File: src/rtl/sobel_conv_relu_maxpool_stream_macros.svh
// Assertion macros shared by the stream filter RTL.
`ifndef SOBEL_CONV_RELU_MAXPOOL_STREAM_MACROS_SVH
`define SOBEL_CONV_RELU_MAXPOOL_STREAM_MACROS_SVH

// Same-cycle implication, checked outside reset.
`define SCMP_ASSERT_NOW(label, clk, rst, ante, cons) \
   label: assert property (@(posedge clk) disable iff (rst) (ante) |-> (cons)) \
      else $error("scmp assertion failed");

// Next-cycle implication, checked outside reset.
`define SCMP_ASSERT_NEXT(label, clk, rst, ante, cons) \
   label: assert property (@(posedge clk) disable iff (rst) (ante) |=> (cons)) \
      else $error("scmp assertion failed");

`endif

File: src/rtl/scmp_cell.sv
// One window column cell: holds three pixels and their Sobel column weight.
module scmp_cell #(
   parameter int PIXEL_BITS = 8
) (
   input  logic                    clock,
   input  logic                    reset,
   input  logic                    shift,
   input  logic [PIXEL_BITS-1:0]   in_top,
   input  logic [PIXEL_BITS-1:0]   in_mid,
   input  logic [PIXEL_BITS-1:0]   in_bot,
   output logic [PIXEL_BITS-1:0]   out_top,
   output logic [PIXEL_BITS-1:0]   out_mid,
   output logic [PIXEL_BITS-1:0]   out_bot,
   output logic [PIXEL_BITS+1:0]   out_sum
);

   logic [PIXEL_BITS-1:0] top_ff;
   logic [PIXEL_BITS-1:0] mid_ff;
   logic [PIXEL_BITS-1:0] bot_ff;

   always_ff @(posedge clock) begin
      if (reset) begin
         top_ff <= '0;
         mid_ff <= '0;
         bot_ff <= '0;
      end else if (shift) begin
         top_ff <= in_top;
         mid_ff <= in_mid;
         bot_ff <= in_bot;
      end
   end

   assign out_top = top_ff;
   assign out_mid = mid_ff;
   assign out_bot = bot_ff;
   // Column weight 1, 2, 1.
   assign out_sum = (PIXEL_BITS+2)'(top_ff) + ((PIXEL_BITS+2)'(mid_ff) << 1)
                  + (PIXEL_BITS+2)'(bot_ff);

endmodule

File: config.mk
export PLATFORM = sky130hd
export DESIGN_NAME = scmp_cell
export DESIGN_NICKNAME = d
export VERILOG_FILES = /design/src/rtl/sobel_conv_relu_maxpool_stream_macros.svh /design/src/rtl/scmp_cell.sv
export SDC_FILE = /design/constraint.sdc
export NUM_CORES = 1
export LEC_CHECK = 0
export BUFFER_PORTS_ARGS = -buffer_cell sky130_fd_sc_hd__buf_2
export CAP_MARGIN = 0
export CORE_MARGIN = 3
export CORE_UTILIZATION = 30
export DETAILED_ROUTE_END_ITERATION = 10
export PLACE_DENSITY = 0.56
export SLEW_MARGIN = 10
export SYNTH_ARGS = -nofsm -noshare
export SYNTH_HDL_FRONTEND = slang
export SYNTH_SLANG_ARGS = --single-unit
export TNS_END_PERCENT = 50
File: constraint.sdc
create_clock -name clock -period 2 [get_ports clock]
set_clock_uncertainty 0.05 [all_clocks]
set_input_delay 0.1 -clock clock [delete_from_list [all_inputs] [get_ports clock]]
set_output_delay 0.1 -clock clock [all_outputs]
set_load 0.01 [all_outputs]
==> results of run 1 <==
state kept, by name, summed over array words and instances, names as in the netlist:
| register | count |
|---|---|
| out_bot | 8 |
| out_mid | 8 |
| out_top | 8 |
cells in the final DEF, fill, tap and decap left out, types with 2 or more instances in the layout:
master and count:
sky130_fd_sc_hd__inv_1 3, sky130_fd_sc_hd__fa_1 7, sky130_fd_sc_hd__a21o_1 2, sky130_fd_sc_hd__a21oi_2 2
sky130_fd_sc_hd__nand2_1 3, sky130_fd_sc_hd__buf_2 59, sky130_fd_sc_hd__ha_1 5, sky130_fd_sc_hd__a21oi_1 2
sky130_fd_sc_hd__dfxtp_2 5, sky130_fd_sc_hd__buf_4 25, sky130_fd_sc_hd__nand3_1 2, sky130_fd_sc_hd__xor2_1 2
sky130_fd_sc_hd__dfxtp_1 19, sky130_fd_sc_hd__nor3_1 2, sky130_fd_sc_hd__mux2i_1 25, sky130_fd_sc_hd__ha_4 3
sky130_fd_sc_hd__clkbuf_8 4, sky130_fd_sc_hd__nor2_1 24
cells in the mapped netlist (all sizes together), types with 3 or more instances:
cell	number	share of area [%]
nor2	24	6.8
buf	3	1.7
dfxtp	24	36
nand2	3	0.85
fa	8	12
inv	3	0.85
a21oi	5	2.2
ha	9	8.5
mux2i	25	19
critical path, cell delays in order, from the launching register on:
cell and delay [ps]:
sky130_fd_sc_hd__dfxtp_2 340, sky130_fd_sc_hd__fa_1 590, sky130_fd_sc_hd__ha_4 220, sky130_fd_sc_hd__a21o_1 170
sky130_fd_sc_hd__a21oi_2 190, sky130_fd_sc_hd__o21a_2 200, sky130_fd_sc_hd__xnor2_2 100, sky130_fd_sc_hd__buf_2 140
power by group:
part	switching, W	internal, W
registers	0.0000237	0.000508
logic	0.000218	0.000246
clock network	0.000148	0.000175
total	0.000390	0.000929
through the flow:
stage | util [%] | std cells
finish | 48.19 | 260
global route | 48.19 | 260
CTS | 47.80 | 260
detailed placement | 44.88 | 255
global placement | 44.88 | 255
floorplan | - | 126
worst min path at each step:
stage	to	slack, ps	cells past startpoint
6_report	out_bot[1]	20	3
5_1_grt	out_top[7]	20	3
2_1_floorplan	out_bot[7]	120	1
4_1_cts	out_mid[7]	20	3
3_5_place_dp	out_mid[7]	290	3
3_3_place_gp	out_mid[7]	280	3
kinds of logic after synthesis:
family          Yosys count  synth area share, %
simple gates             35                11.44
mux                      25                18.90
flops                    24                36.29
fa+ha+maj                17                20.60
compound gates           13                6.994
buf+inv                   8                3.119
xor+xnor                  4                2.647
what timing repair did:
item,in CTS,in global routing
pin swaps,7,6
setup buffers,1,0
gates resized for setup,8,5
endpoints found under the setup margin,8,8
metal layers:
| metal | up-vias | wire length, um |
|---|---|---|
| li1 | 604 | - |
| met1 | 569 | 1408 |
| met2 | 23 | 1702 |
| met3 | 4 | 101 |
| met4 | 0 | 45 |
| met5 | - | 0 |
cell type report:
class / count / area (um^2)
clock buffers: 4 / 55.05
fillers: 402 / 2132
inverters: 3 / 11.26
multi-input cells: 94 / 873.3
flip-flops and latches: 24 / 486.7
well taps: 50 / 62.56
repair buffers: 85 / 494.2
==> results, run 1 <==
- The run finished, with violations left.
- The final reports fail on setup timing.
- Global routing consumed, on the met1 layer, 15.31% of the routing resources.
- The worst setup path is of the register to output pin kind.
- The number of enable flip-flop cells after synthesis is 0.
- The critical path starts at out_top[5].
- The final count of hold timing violations is 0.
- From bottom edge to top edge, the die measures around 72 um.
- The register-to-register setup slack is 1180 ps.
- After routing, the total negative slack on setup checks comes to -1972 ps.
- The post-synthesis instance area is 0.001324 mm^2.
- The number of vias per cell after detailed routing is 4.615.
- The most used flip-flop cell after synthesis is sky130_fd_sc_hd__dfxtp_1.
- After detailed routing, the total wire length is approximately 3300 um.
- The class of the worst hold path is primary input to register.
- The critical path endpoint is out_sum[7].
- Entering global routing, the biggest net connects 25 pins.
- STA classifies the critical path startpoint as a register.
- The number of DRC markers in iteration 0 is 22.
- The largest buffer count on any clock path is 2.
- The area growth from synthesis to layout is 49.81%.
- The clock latency on the worst-skew pair is 260 ps.
- For this run, the top clock speed supported by timing is 425.5 MHz.
- Global routing consumed, on the met3 layer, under 10% of the routing resources.
- When the netlist entered floorplanning its net count stood at 170.
- The routed length per placed instance is 12.53 um.
- Setup repair after global routing could not meet its margin everywhere.
- The clock tree root driver cell is sky130_fd_sc_hd__clkbuf_8.
- The number of library cell types mapped by synthesis is 26.
- The post-cts hold buffer count is 0.
- The data required time at the worst endpoint is 1850 ps.
- The most heavily used metal layer in global routing is met2.
- In the finished design, the share of the clock period the worst path needs comes to 117.5%.
- CTS saw 24 sinks.
- The antenna violation net count after detailed routing is 0.
- The post-synthesis sequential element count is 24.
- At the pin with the least slew margin, the transition time is 710.9 ps.
- Of the cells placed in the final design, the portion with a size suffix greater than 1 is 50.95%.
- The final weighted congestion of routability-driven global placement is 0.7188.
- Yosys printed 0 warnings.
- The share of the yosys chip area belonging to registers is a little over a third.
- Max-cap violations in this run came to 0.
- Synthesis handed over a netlist of 126 instances.
- For this configuration, the core starts out at a cell density of between 30% and 40%.
- Summing all placed instances gives a cell area of 0.001847 mm^2.
- In this run the tool buffered the top-level ports with 60 buffer cells.
- The worst hold path begins at in_bot[1].
- The via count of the first global-routing pass came to about 1.3k.
- At the placement stage, the worst setup path has a slack of -116.6 ps.
- The summed area of non-filler cells in the final layout is 0.001983 mm^2.
- The number of antenna diodes in the final layout is 0.
- The initial antenna violation count came to 0.
- The number of vias after detailed routing is 1200.
- The shortest clock period the worst path allows after layout is approximately 2400 ps.
- The path depth of the worst reg2reg path is 3.
- The die is around 72 um wide.
- For met2 alone, demand over resource in global routing was between 20% and 30%.
- The worst path setup slack after routing is -350.2 ps.
- The startpoint identified for the worst register-to-register timing path is out_bot[6].
- The number of H-tree levels is 1.
- The global routing usage summed across all routing layers is 12.49%.
- Clock-pin slew was measured on the worst setup and hold paths at 90 ps.
- The die area is 0.005245 mm^2.
- The region available for standard cell placement spans 0.004115 mm^2.
- Total power for the finished layout comes to roughly 0.0013 W.
- The detailed-router iteration count before antenna repair is 4.
- The kind of end point of the critical path is an output pin.
- In the synthesized netlist the async set-or-reset flop fraction comes to 0%.
- The maximum vdd drop is 0.2762 mV.
- For this design the static power due to leakage is 1.069 nW.
- The floorplan has 23 rows.
- In this run the tightest slew margin relative to its limit is between 50 and 60%.
- The remaining global-route overflow is 0.
- Final hold analysis gives a worst-case slack of 15.84 ps.
- The post-synthesis area per instance is 10.51 um^2.
- The top-level I/O count is just over 60.
- The first-pass GRT wire length is 5326 um.
- The final HPWL from detailed placement is 2641 um.
- The total count of max-transition violations in the final report is 0.
- The reg-to-reg endpoint is out_bot[6].
- STA puts the critical path data arrival time at 2200 ps.
- The number of buffers created by CTS is 3.
- The layout net count is approximately 260.
- The remaining design rule violation count is 0.
- The CTS tree is done.
- Of all nets on the critical path, the largest fanout is 3.
- The power density relative to cell area is between 600 and 700 mW/mm^2.
- The total of endpoints with negative setup slack in the final report is 8.
(Power assumes the default switching activity.)
==> inputs of run 2 (changes only) <==
- PLACE_DENSITY: 0.56 -> 0.54
- clock period: 2 -> 3 ns (I/O delays scaled with it)
==> results, run 2 (synthesis gave the netlist of run 1 again) <==
- Summed over all failing endpoints, the final setup total negative slack is 0 ps.
- The leading cell type in the layout, fill and taps excluded is sky130_fd_sc_hd__buf_2.
- The critical path ends at out_sum[7].
- The number of antenna diodes in the final layout is 0.
- The maximum vdd drop is 0.1474 mV.
- In this run the cell area measured after placement is 0.001657 mm^2.
- The source of the worst register-to-register timing path is out_mid[1].
- The total number of placement rows is 23.
- The number of maximum-capacitance violations is 0.
- The headroom to the max-slew limit is 52.58%.
- The clock latency on the worst-skew pair is 260 ps.
- CTS saw 24 sinks.
- The flow ran to the end, and the final reports show no timing, DRC or antenna violations.
- The path depth of the worst reg2reg path is 2.
- The routed length per placed instance is 13.85 um.
- Dividing the detail-routed via count by the number of cells gives around 4.7.
- The library cells used most frequently in the layout, excluding fill and tap cells, are sky130_fd_sc_hd__buf_2, sky130_fd_sc_hd__mux2i_1, sky130_fd_sc_hd__nor2_1, sky130_fd_sc_hd__dfxtp_1, sky130_fd_sc_hd__ha_1.
- The total count of max-transition violations in the final report came to 0.
- In this run the register-to-register setup slack is 2280 ps.
- Setup repair after global routing left no endpoint under its margin.
- The total of endpoints with negative setup slack in the final report is 0.
- From bottom edge to top edge, the die measures 72.43 um.
- The final count of hold timing violations is 0.
- The first detailed-routing pass took 3 iterations.
- The worst min-delay path startpoint is in_bot[6].
- The detailed router finished its first iteration with 12 violations.
- Data on the critical path is required at its endpoint by 2800 ps.
- The number of buffers created by CTS is 3.
- In this run the worst path has a maximum fanout of 3.
- The final routed wirelength across all metal layers is 3240 um.
- Based on the critical path, the design can be clocked at up to 383.8 MHz.
- The initial antenna violation count is 0.
- The kind of end point of the critical path is an output pin.
- The congestion estimate from routability-driven global placement came to 0.8434.
- The worst-margin pin slew is 711.3 ps.
- The shortest clock period the worst path allows after layout is 2606 ps.
- The reg-to-reg endpoint is out_mid[1].
- Walking the worst path, the cells encountered are fa_1, ha_1, fa_1, a21oi_1, o21a_2, xnor2_1, buf_2.
- The final critical path takes up 86.85% of the cycle.
- The first global-routing pass estimated 5395 um of wire.
- For this run, the total global-route usage over all layers was measured as between 10% and 20%.
- The post-cts hold buffer count is 0.
- The post-CTS resize count is 0.
- The clock-pin slew on the worst setup and hold paths is 80 ps.
- The number of buffer cells added on primary ports is 60.
- The remaining global-route overflow is 0.
- The number of vias after detailed routing is between 1k and 1.5k.
- After detailed routing, the number of remaining DRC violations is 0.
- After legalization and detailed placement, the total HPWL measured 2594 um.
- The critical path class is register to output pin.
- The most critical setup path has its startpoint at out_top[1].
- The highest cell delay on the worst timing path is 480 ps.
- The finished cells cover 0.001698 mm^2.
- The CTS tree is done.
- The slowest stage of the critical path is the sky130_fd_sc_hd__fa_1 cell.
- The core area is 0.004115 mm^2.
- The die covers 0.005245 mm^2.
- For this configuration, the core starts out at a cell density of 32.17%.
- The total chip power is 0.0007786 W.
- The number of H-tree levels is 1.
- The minimum setup slack after placement is 660.4 ps.
- In the final design database the tool counted 230 nets.
- Relative to the synthesized area, the layout overhead comes to 28.26%.
- The worst path setup slack after routing is 394.4 ps.
- The antenna violation net count after detailed routing is 0.
- The largest net degree at the start of global routing is 25.
- The type of element launching the critical path is a register.
- Summed over all cells, the static leakage comes to 0.9239 nW.
- The via count of the first global-routing pass is 1160.
- The horizontal die dimension is approximately 72 um.
- The ratio of cells with drive above 1 in the final layout is a little over a third.
- The largest buffer count on any clock path is 2.
- For this design the ratio of total power to cell area is 458.6 mW/mm^2.
- The arrival time at the worst endpoint is 2410 ps.
- The top-level I/O count is 61.
- The clock tree root driver cell is sky130_fd_sc_hd__clkbuf_8.
- The cell type with the highest occurrence count on the critical path is sky130_fd_sc_hd__fa_1.
- In this run the worst hold path is classified as primary input to register.
- The number of setup buffers added after CTS is 0.
## run 2: cell types whose count changed in the layout (fill, tap and decap cells not counted), sizes merged
cell	delta
buf	-25
clkbuf	-1
## run 2: final cells by class
class | instances | area, um^2
fill | 425 | 2417
sequential | 24 | 480.5
inverter | 3 | 11.26
timing repair buffer | 60 | 300.3
tap | 50 | 62.56
multi-input combinational | 94 | 802.0
clock buffer | 3 | 41.29
## run 2: worst max-delay path, delay by kind of cell, from the launching register on
family / cells / cell delay [ps]
AOI/OAI and AO/OA: 2 / 440
adders and majority gates: 3 / 1120
buffers and inverters: 1 / 140
DFF: 1 / 340
xor gates and xnor gates: 1 / 100
## run 2: per-layer routing
metal	track usage [%]	wire length, um
met5	0	0
met4	6.148	84
met3	1.939	168
met2	23.05	1599
met1	15.75	1388
## run 2: where the power goes
part           internal (W)  switching [W]  leakage, nW  total (W)
logic              0.000111       0.000124        0.704   0.000235
clock network     0.0000897      0.0000978       0.0216   0.000188
registers          0.000338      0.0000184        0.198   0.000356
## run 2: worst min path at each step
stage | cells past startpoint | slack (ps) | endpoint
CTS | 3 | 60 | out_bot[6]
global placement | 3 | 330 | out_bot[6]
floorplan | 1 | 170 | out_bot[7]
global route | 3 | 70 | out_bot[6]
detailed placement | 3 | 340 | out_top[6]
finish | 3 | 70 | out_bot[6]
## run 2: per-stage QoR
step	utilization, %	hold WS (ps)	std cells
floorplan	-	172.4	126
global placement	40.26	331.2	231
detailed placement	40.26	342.3	231
CTS	41.26	61.67	234
global route	41.26	74.12	234
finish	41.26	66.92	234
==> inputs of run 3 (changes only) <==
==> constraint.sdc (replaced) <==
create_clock -name clock -period 2.5 [get_ports clock]
set_clock_uncertainty 0.05 [all_clocks]
set_input_delay 0 -clock clock [delete_from_list [all_inputs] [get_ports clock]]
set_output_delay 0 -clock clock [all_outputs]
set_load 0.01 [all_outputs]
==> results, run 3 (synthesis gave the netlist of run 1 again) <==
- The worst setup path is launched from a register.
- The number of buffers added for setup after CTS is 0.
- At the later pin of the worst-skew pair, clock insertion delay measures 260 ps.
- The remaining global-route overflow is 0.
- The register-to-register setup slack is 1790 ps.
- The kind of end point of the critical path is an output pin.
- Summed over all nets, the half-perimeter wirelength after detailed placement is 2592 um.
- The critical path class is register to output pin.
- CTS built an H-tree with a depth of 1.
- The final non-filler cell total is 258.
- The layout net count is 254.
- The power share of the sequential group is 44.3%.
- Setup violations remaining at the end of the flow were counted as 0.
- Of all nets on the critical path, the largest fanout is 3.
- The number of vias after detailed routing is 1169.
- The top-level I/O count is 61.
- The total number of placement rows is 23.
- The final count of hold timing violations is 0.
- The initial antenna violation count is 0.
- For this design the total switching power over the nets is a little under 0.0003 W.
- Cells fill 47.19% of the core in the end.
- For the pin with the worst max-slew slack, the measured transition is 723.8 ps.
- The number of vias per cell after detailed routing is around 4.5.
- The switching fraction of total power is 30.47%.
- Once detail routing completed, the nets flagged for antenna violations numbered 0.
- For this run, the slowest stage of the critical path takes roughly 480 ps.
- The region available for standard cell placement spans 0.004115 mm^2.
- For the worst setup path, the data required time is 2450 ps.
- The number of antenna diodes in the final layout is 0.
- The number of buffers created by CTS is 3.
- Before CTS, the worst setup slack after placement is 310.4 ps.
- In this run the clock root is driven by a sky130_fd_sc_hd__clkbuf_8.
- The clock drives 24 sinks.
- The maximum vdd drop is between 0.15 and 0.2 mV.
- Entering global routing, the biggest net connects 25 pins.
- From synthesis to final layout, the design area changed by 46.69%.
- The starting utilization of the core area is 32.17%.
- Of the available clock period, the critical path in the final layout requires 96.00%.
- In this run, the number of DRC markers left after iteration 0 of detailed routing was 13.
- From left edge to right edge, the die measures 72.43 um.
- The largest buffer count on any clock path is 2.
- Routability-driven placement finished with a final weighted congestion of 0.8434.
- The leading cell type in the layout, fill and taps excluded is sky130_fd_sc_hd__buf_2.
- The combinational cell fraction of total power is 32.3%.
- The vertical die dimension is between 70 and 80 um.
- The achievable clock frequency is 416.7 MHz.
- The tool flagged a number of max-cap violations equal to 0.
- Summed over all layers, the routed wires come to 3396 um.
- After detailed routing, the number of remaining DRC violations is 0.
- After routing, the total negative slack on setup checks comes to 0 ps.
- The ratio of cells with drive above 1 in the final layout is 32.69%.
- In this run the tightest slew margin relative to its limit is 51.75%.
- Dividing total power by cell area gives a power density of 496.5 mW/mm^2.
- The critical path goes through fa_1, ha_1, fa_1, a21oi_2, o21a_2, xnor2_1, buf_2.
- TritonCTS built the clock tree.
- In the final routed layout, each cell accounts on average for 13.16 um.
- The leakage power summed over all cells is ~1 nW.
- The number of placed instances, taps included, is 231.
- In the global route stage, overall resource usage came out at around 14%.
- The floorplan step defined a die boundary enclosing ~0.0052 mm^2.
- The cell area reported after detailed placement is 0.001657 mm^2.
- The tightest min-delay check is of the primary input to register type.
- The library cells used most frequently in the layout, excluding fill and tap cells, are sky130_fd_sc_hd__buf_2, sky130_fd_sc_hd__mux2i_1, sky130_fd_sc_hd__nor2_1, sky130_fd_sc_hd__dlygate4sd3_1, sky130_fd_sc_hd__dfxtp_1.
- The detailed-router iteration count before antenna repair is 3.
- The shortest clock period the worst path allows after layout is 2400 ps.
- The arrival time at the worst endpoint is 2350 ps.
- The clock network fraction of design power is 23.3%.
- The number of buffer cells added on primary ports is 60.
- Setup repair after global routing left no endpoint under its margin.
- The worst path setup slack after routing is between 90 and 100 ps.
- The cell type with the highest occurrence count on the critical path is sky130_fd_sc_hd__fa_1.
- The highest-delay cell along the critical path is sky130_fd_sc_hd__fa_1.
- The summed area of non-filler cells in the final layout is 0.001942 mm^2.
- Cell internal power was estimated by the tool at 0.0006704 W.
- The clock-pin slew on the worst setup and hold paths is 80 ps.
- The total count of max-transition violations in the final report is 0.
- The flow ran to the end, and the final reports show no timing, DRC or antenna violations.
- The via count of the first global-routing pass came to 1239.
- The first-pass GRT wire length is 5713 um.
-- run 3: cell types whose count changed in the layout (fill, tap and decap cells not counted), sizes merged --
cell and delta:
dlygate4sd3 +24
-- run 3: per-layer routing --
layer	vias up	wire length, um	GRT usage [%]	part of all wire [%]
met1	528	1491	16.68	44
met3	6	137	1.801	4.0
met2	32	1697	24.37	50
met4	0	70	6.148	2.1
met5	-	0	0	0
li1	603	-	-	-
-- run 3: repair_timing --
action / 4_1_cts / 5_1_grt
hold endpoints to repair: 24 / 0
resized for setup: 0 / 1
setup endpoints to repair: 0 / 3
hold buffers: 24 / 0
-- run 3: path summary, 6_finish.rpt --
path	from	to	cells past startpoint
setup / recovery	out_top[1]	out_sum[7]	7
hold / removal	reset	out_bot[5]	2
setup reg to reg	out_mid[2]	out_mid[2]	2
hold reg to reg	out_mid[7]	out_mid[7]	2
-- run 3: cell type report --
| class | count | area [um^2] |
|---|---|---|
| Sequential cell | 24 | 480.5 |
| Tap cell | 50 | 62.56 |
| Timing Repair Buffer | 84 | 540.5 |
| Fill cell | 397 | 2173 |
| Inverter | 3 | 11.26 |
| Clock buffer | 3 | 41.29 |
| Multi-Input combinational cell | 94 | 805.8 |
-- run 3: worst max-delay path: cells and delay by family (launching register included) --
family                     cells  cell delay (ps)
buffers and inverters          1              140
adders and majority gates      3             1140
xor gates and xnor gates       1              100
AOI/OAI and AO/OA              2              370
DFF                            1              340
-- run 3: per-stage QoR --
stage | hold WS, ps | total power [W]
finish | 107.1 | 0.0009642
global placement | 181.2 | 0.0007151
global route | 136.1 | 0.001033
CTS | 116.1 | 0.0009836
floorplan | 22.38 | 0.0006170
detailed placement | 190.2 | 0.0007236
-- run 3: power by group through the flow --
stage,combinational [W],sequential (W),clock [W]
5_1_grt,0.000349,0.000432,0.000251
6_report,0.000312,0.000428,0.000225
3_5_place_dp,0.000286,0.000437,0
2_1_floorplan,0.000172,0.000445,0
3_3_place_gp,0.000280,0.000435,0
4_1_cts,0.000316,0.000428,0.000239
